**src/rtl/fpsqrt_pkg.sv**
```systemverilog
// Shared constants and the stage record for the fixed-point square root.
`default_nettype none

package fpsqrt_pkg;

    localparam int IN_WIDTH  = 32;
    localparam int FRAC_BITS = 16;
    localparam int ROOT_BITS = 24;

    localparam int SCALED_W = IN_WIDTH + FRAC_BITS;
    localparam int PAIRS    = SCALED_W / 2;
    localparam int RAD_W    = 2 * PAIRS;
    localparam int REM_W    = PAIRS + 2;

    typedef struct packed {
        logic [REM_W-1:0]  rem;
        logic [PAIRS-1:0]  root;
        logic [RAD_W-1:0]  rad;
        logic              neg;
    } t_stage;

endpackage

`default_nettype wire

```
**src/rtl/fpsqrt_cell.sv**
```systemverilog
// One root-digit cell: brings down a bit pair, trial-subtracts, registers the result.
`default_nettype none

module fpsqrt_cell (
    input  wire logic               i_clk,
    input  wire logic               i_rst_n,
    input  wire logic               i_adv,
    input  wire logic               i_valid,
    input  wire fpsqrt_pkg::t_stage i_d,
    output logic                    o_valid,
    output fpsqrt_pkg::t_stage      o_d
);
    import fpsqrt_pkg::*;

    logic             r_valid;
    t_stage           r_d;
    t_stage           n_d;
    logic [REM_W+1:0] rem_sh;
    logic [REM_W+1:0] trial;
    logic             take;

    always_comb begin
        rem_sh = {i_d.rem, i_d.rad[RAD_W-1 -: 2]};
        trial  = (REM_W+2)'({i_d.root, 2'b01});
        take   = (rem_sh >= trial);
        n_d.rem  = take ? REM_W'(rem_sh - trial) : REM_W'(rem_sh);
        n_d.root = {i_d.root[PAIRS-2:0], take};
        n_d.rad  = {i_d.rad[RAD_W-3:0], 2'b00};
        n_d.neg  = i_d.neg;
    end

    always_ff @(posedge i_clk) begin
        if (!i_rst_n) begin
            r_valid <= 1'b0;
        end else if (i_adv) begin
            r_valid <= i_valid;
        end
    end

    always_ff @(posedge i_clk) begin
        if (i_adv) begin
            r_d <= n_d;
        end
    end

    assign o_valid = r_valid;
    assign o_d     = r_d;

endmodule

`default_nettype wire

```
**src/rtl/fixed_point_square_root_top.sv**
```systemverilog
// Top level of the Q16.16 fixed-point square root: a row of root-digit cells.
//
// Input channel: i_in_valid / o_in_stall carry one signed Q16.16 radicand per word.
// Output channel: o_out_valid / i_out_stall carry the floored unsigned Q8.16 root
// and a negative-input flag; a negative radicand gives root zero and the flag set.
// Each word passes through 24 cells, one per root bit, each of which registers it, so
// a word is offered at the output once it leaves the last cell, and it is taken when
// the output is not stalled. While the output is not stalled a new word may enter every
// cycle, giving one result per cycle and up to 24 words in flight.
// While the output word is stalled, the whole row holds and o_in_stall is high;
// it drops again in the cycle the output word is taken.
// Synchronous active-low reset empties the row; no word is offered after reset
// until one has gone through all the cells.
`default_nettype none

module fixed_point_square_root_top (
    input  wire logic                                i_clk,
    input  wire logic                                i_rst_n,
    input  wire logic                                i_in_valid,
    output logic                                     o_in_stall,
    input  wire logic signed [fpsqrt_pkg::IN_WIDTH-1:0] i_radicand,
    output logic                                     o_out_valid,
    input  wire logic                                i_out_stall,
    output logic [fpsqrt_pkg::ROOT_BITS-1:0]         o_root,
    output logic                                     o_negative_error
);
    import fpsqrt_pkg::*;

    logic                adv;
    logic                neg_in;
    logic [SCALED_W-1:0] scaled;
    logic                w_v [PAIRS+1];
    t_stage              w_d [PAIRS+1];

    assign adv        = !(w_v[PAIRS] && i_out_stall);
    assign o_in_stall = !adv;

    assign neg_in = i_radicand[IN_WIDTH-1];
    assign scaled = neg_in ? '0 : (SCALED_W'($unsigned(i_radicand)) << FRAC_BITS);

    assign w_v[0]      = i_in_valid;
    assign w_d[0].rem  = '0;
    assign w_d[0].root = '0;
    assign w_d[0].rad  = RAD_W'(scaled);
    assign w_d[0].neg  = neg_in;

    for (genvar g = 0; g < PAIRS; g++) begin : g_cell
        fpsqrt_cell u_cell (
            .i_clk   (i_clk),
            .i_rst_n (i_rst_n),
            .i_adv   (adv),
            .i_valid (w_v[g]),
            .i_d     (w_d[g]),
            .o_valid (w_v[g+1]),
            .o_d     (w_d[g+1])
        );
    end

    assign o_out_valid      = w_v[PAIRS];
    assign o_negative_error = w_d[PAIRS].neg;
    assign o_root           = w_d[PAIRS].neg ? '0 : ROOT_BITS'(w_d[PAIRS].root);

`ifndef SYNTHESIS
    a_neg_zero: assert property (@(posedge i_clk) disable iff (!i_rst_n)
        o_out_valid && o_negative_error |-> o_root == '0)
        else $error("negative input gave a nonzero root");

    a_rem_bound: assert property (@(posedge i_clk) disable iff (!i_rst_n)
        o_out_valid && !o_negative_error |->
            (REM_W+1)'(w_d[PAIRS].rem) <= (REM_W+1)'({w_d[PAIRS].root, 1'b0}))
        else $error("final remainder exceeds twice the root");

    a_stall_src: assert property (@(posedge i_clk) disable iff (!i_rst_n)
        o_in_stall |-> o_out_valid && i_out_stall)
        else $error("input stalled without a stalled output word");
`endif

endmodule

`default_nettype wire
```
**config.mk**
```make
export PLATFORM = sky130hd
export DESIGN_NAME = fixed_point_square_root_top
export DESIGN_NICKNAME = d
export VERILOG_FILES = /design/src/rtl/fpsqrt_pkg.sv /design/src/rtl/fpsqrt_cell.sv /design/src/rtl/fixed_point_square_root_top.sv
export SDC_FILE = /design/constraint.sdc
export NUM_CORES = 2
export LEC_CHECK = 0
export ABC_AREA = 0
export CORE_MARGIN = 2
export CORE_UTILIZATION = 59
export CTS_CLUSTER_DIAMETER = 120
export CTS_CLUSTER_SIZE = 20
export DETAILED_ROUTE_END_ITERATION = 10
export DONT_BUFFER_PORTS = 1
export MAX_ROUTING_LAYER = met4
export PLACE_DENSITY = 0.86
export SLEW_MARGIN = 0
export SYNTH_ARGS = -nofsm -noshare
export SYNTH_HDL_FRONTEND = slang
export SYNTH_SLANG_ARGS = --single-unit
export TNS_END_PERCENT = 10
```
**constraint.sdc**
```tcl
create_clock -name i_clk -period 106 [get_ports i_clk]
set_input_delay 21.2 -clock i_clk [delete_from_list [all_inputs] [get_ports i_clk]]
set_output_delay 21.2 -clock i_clk [all_outputs]
set_load 0.01 [all_outputs]
```
; ---- After elaboration in Yosys (flattened, before gate mapping)
; Index checks and enable logic that the tools add are counted.
; W data, S select, Z words.
[totals]
regBits = 1475
in_bits = 36
output_inout_bits = 27
word_cells = 193
[op_classes]
addsub = 23
magnitude_cmp = 24
n_mux = 25
n_reduce_logical = 1
[ops]
columns = op, n
row1 = $mux W26, 22
row2 = $mux W47, 1
row3 = $ge A28 B10 Y1, 1
row4 = $ge A28 B11 Y1, 1
row5 = $ge A28 B12 Y1, 1
row6 = $ge A28 B13 Y1, 1
row7 = $ge A28 B14 Y1, 1
row8 = $ge A28 B15 Y1, 1
row9 = $ge A28 B16 Y1, 1
row10 = $ge A28 B17 Y1, 1
row11 = $ge A28 B18 Y1, 1
row12 = $ge A28 B19 Y1, 1
row13 = $ge A28 B20 Y1, 1
row14 = $ge A28 B21 Y1, 1
row15 = $ge A28 B22 Y1, 1
row16 = $ge A28 B23 Y1, 1
row17 = $ge A28 B24 Y1, 1
row18 = $ge A28 B25 Y1, 1
row19 = $ge A28 B3 Y1, 1
row20 = $ge A28 B4 Y1, 1
row21 = $ge A28 B5 Y1, 1
row22 = $ge A28 B6 Y1, 1
row23 = $ge A28 B7 Y1, 1
row24 = $ge A28 B8 Y1, 1
row25 = 28 further kinds, 28

; ---- Logic depth before layout (Yosys ltp)
[depth]
depth_word = 3
ltp_mapped = 14
mapped_depth_nobuf = 12

; ---- By module
; Synthesis repeated with hierarchy kept, for this count alone.
[hier_totals]
cells_unflattened = 8478
hier_area_um2 = 115399.4
[by_module_without_submodules]
columns = mod, instances, cells_each, area_per_inst_um2, seq_area_each_um2
row1 = fpsqrt_cell (g_cell[0].u_cell ...), 23, 349, 4792.1, 2932.8
row2 = fpsqrt_cell (g_cell[18].u_cell), 1, 388, 4765.8, 2932.8
row3 = fixed_point_square_root_top, 1, 63, 415.4, 0.0

; ---- Worst setup path after synthesis
; Ideal clock, no wire load.
[synth_path]
path_type = input to register
start = input i_out_stall
end = register g_cell[0].u_cell.r_d (netlist bit g_cell[0].u_cell.o_d[0]) (enable)
setup_time_ns = 1.913
arrival_ns = 51.485
required_time_ns = 104.087
setup_slack_ns = 52.602
stages = 2
n_path_buf = 1
path_cell_list = nand2_1 > clkbuf_1
[synth_between]
elab_chain_len = 1
[synth_rtl]
columns = item, line
row1 = "start, declared", fixed_point_square_root_top.sv:23  ; input wire logic i_out_stall,
row2 = $logic_and A1 B1 Y1, fixed_point_square_root_top.sv:35  ; assign adv = !(w_v[PAIRS] && i_out_stall);
row3 = "end signal, assigned", fpsqrt_cell.sv:42  ; r_d <= n_d;
row4 = "end, declared", fpsqrt_cell.sv:16  ; t_stage r_d;
; Every way passes these cells.
; A chain may end at the register's enable or synchronous reset.

; ---- Worst setup path in the final report
[layout_path]
start = input i_out_stall
end = output o_in_stall
[layout_between]
elab_chain_len = 1
[layout_rtl]
columns = item, line
row1 = $logic_and A1 B1 Y1, fixed_point_square_root_top.sv:35
row2 = "end, declared", fixed_point_square_root_top.sv:20  ; output logic o_in_stall,
; Every way passes these cells.

==> out/metrics.csv <==
metric,value,unit
final_hold_viol_count,0,
coreArea,95000,um2
htreeDepth,3,
grt_pass1_wl,169,mm
critPathMaxFanout,60,
rsz0062_at_grt,false,
cts_root_buf,clkbuf_16,
drc,0,
yosys.area.top_type,edfxtp_1,
ctsResizeCount,0,
rows,113,
grtUsageMet3,0.0262,
critical-path-slowest-cell,inv_2,
min_period,43.29,ns
total_leakage_power,24.1,nW
via_count,35331,
finalSetupViolCount,0,
yosys_warnings,0,
crit_family,buffers and inverters,
track_usage,0.215,
max_stage_delay,0.53,ns
cp_num_buf_inv,1,
fin_tns_setup,0,ns
synthCells,4699,
ir_drop,19.5,uV
busiest_layer,met2,
synth-seq-cells,1139,
wl,103,mm
clkTransAtPathRegs,0.08,ns
post_cts_buffers,0,
slew_viol_final,0,
power_density,18.7,nW/um2
cts_made_buffers,66,
grt_max_degree,206,
ys_seq_area_frac,0.600,
grt_util_met2,0.390,
grt_pass1_vias,34894,
dpl.hpwl,74.2,mm
worst_pin_slew,1.17,ns
initial_core_util,0.596,
syn_area,56600,um2
maxSlewHeadroom,0.220,
max_freq,0.0231,GHz
gp_congestion,0.908,
dieWidth,314,um
post-place-ws,62.66,ns
cap_violations,0,
dieArea,98500,um2
worst_setup_path_end_kind,output port,
routedWlPerCell,17.3,um
cp.required,84.80,ns
async_flop_share,0,
antennaDiodeCount,0,
yosys.cell_count.top_type,edfxtp_1,
antenna_found_initial,0,
outcome,"finished, final reports clean",
ys_top_cells_by_count,"edfxtp_1, inv_1, nand2_1",
areaGrowthSynthToFinish,5.68,%
crit_arrival,22.09,ns
ys_top_cells_by_area,"edfxtp_1, ha_1, xnor2_1",
overflow,0,
worstSetupPathType,input port to output port,
fin_area,59900,um2
dpl_cell_area,58100,um2
r2r_slack,100.22,ns
p_total,1.12,mW
drt_iter0_markers,2954,
cts_num_sinks,1139,
hold_class,register to register,
post_drt_via_cell_ratio,5.91,
cts_hold_buffers,0,
gr-usage-met1,0.243,
ioPinCount,63,
path_cells,"nand2_4, inv_2",
synthesis.nets,5051,
setup_slack,62.71,ns
cts_tree,yes,
fin_hold_ws,0.414,ns
startpoint_type,input port,
drtAntennaViolNets,0,
nets,5059,
drive_above_1_share,0.0388,
first_pass_iters,6,
clock_skew,0.0228,ns
clk_path_buf_depth,3,
synth_edf_count,1115,
die_h,314,um
yosys.area.top_type_share,0.591,
synth_ff_type,edfxtp_1,
clk_latency,0.64,ns
port_buffers,0,
avgSynthCellArea,12.1,um2
fin_crit_sh,0.408,
synth.distinct_cells,85,
final timing paths:
kind / start / end / depth (start not counted)
max: i_out_stall / o_in_stall / 2
min: g_cell[12].u_cell.o_d[0] / g_cell[13].u_cell.o_d[0] / 0
max reg2reg: g_cell[23].u_cell.o_valid / g_cell[10].u_cell.o_d[54] / 6
min reg2reg: g_cell[12].u_cell.o_d[0] / g_cell[13].u_cell.o_d[0] / 0
worst reg2reg max path: cells and delay by family (launching register included):
family	cells	cell delay, ns
buffers and inverters	5	4.46
DFF	1	0.37
and+or+nand+nor	1	0.55
registers in the layout, indices dropped and copies added, names as in the netlist:
signal,count
g_cell.u_cell.o_d,1115
g_cell.u_cell.o_valid,24
cell families (layout without fill, tap and decap cells):
| kind of cell | count (synthesis) | after routing | synth area share |
|---|---|---|---|
| buffers and inverters | 495 | 512 | 0.0333 |
| xor gates and xnor gates | 419 | 419 | 0.0648 |
| and+or+nand+nor | 1317 | 1317 | 0.115 |
| adders and majority gates | 316 | 316 | 0.0707 |
| other | 1 | 1 | 0.0000662 |
| AOI/OAI and AO/OA | 970 | 970 | 0.108 |
| DFF | 1139 | 1139 | 0.600 |
| muxes | 42 | 42 | 0.00831 |
through the flow:
stage,std cells,util
2_1_floorplan,4699,-
3_3_place_gp,5904,0.612
3_5_place_dp,5904,0.612
4_1_cts,5981,0.630
5_1_grt,5981,0.630
6_report,5981,0.630
per-layer routing:
layer  routed length (um)  vias up  part of all wire
li1                     -    17135                 -
met1                40800    16964              0.40
met2                54400      976              0.53
met3                 4110      256             0.040
met4                 3990        0             0.039
met5                    0        -                 0
where the power goes:
part	switching (mW)	internal [mW]	total [mW]
Clock	0.135	0.116	0.251
Combinational	0.122	0.0989	0.221
Sequential	0.0584	0.592	0.650
cell type report:
class / count / area [um2]
clock buffers: 75 / 1730
well taps: 1265 / 1580
fillers: 6899 / 35200
multi-input cells: 3065 / 20800
clock inverters: 2 / 25.0
repair buffers: 25 / 200
flip-flops and latches: 1139 / 34000
inverters: 410 / 1540
cell usage in the layout (no fill, tap or decap), drive strengths merged, types with 8 or more instances in the layout:
cell and instances:
clkbuf 75, a2111oi 13, o31a 8, a21o 107, nand4 43, nor3 131
xnor2 218, a211oi 25, o211ai 23, nor3b 11, mux2 37, or2 30
nand2 377, inv 410, a31oi 25, ha 309, dfxtp 24, nand2b 46
nor4 67, or3 43, o21bai 24, o21a 56, a21oi 268, nor2b 93
buf 25, nand4b 12, and3 19, o21ai 261, nand3b 22, edfxtp 1115
a21boi 35, nor2 278, o41ai 14, o31ai 36, or4 19, nand3 83
xor2 201, and2 20
Note: power is estimated with default switching activity, not from simulation.
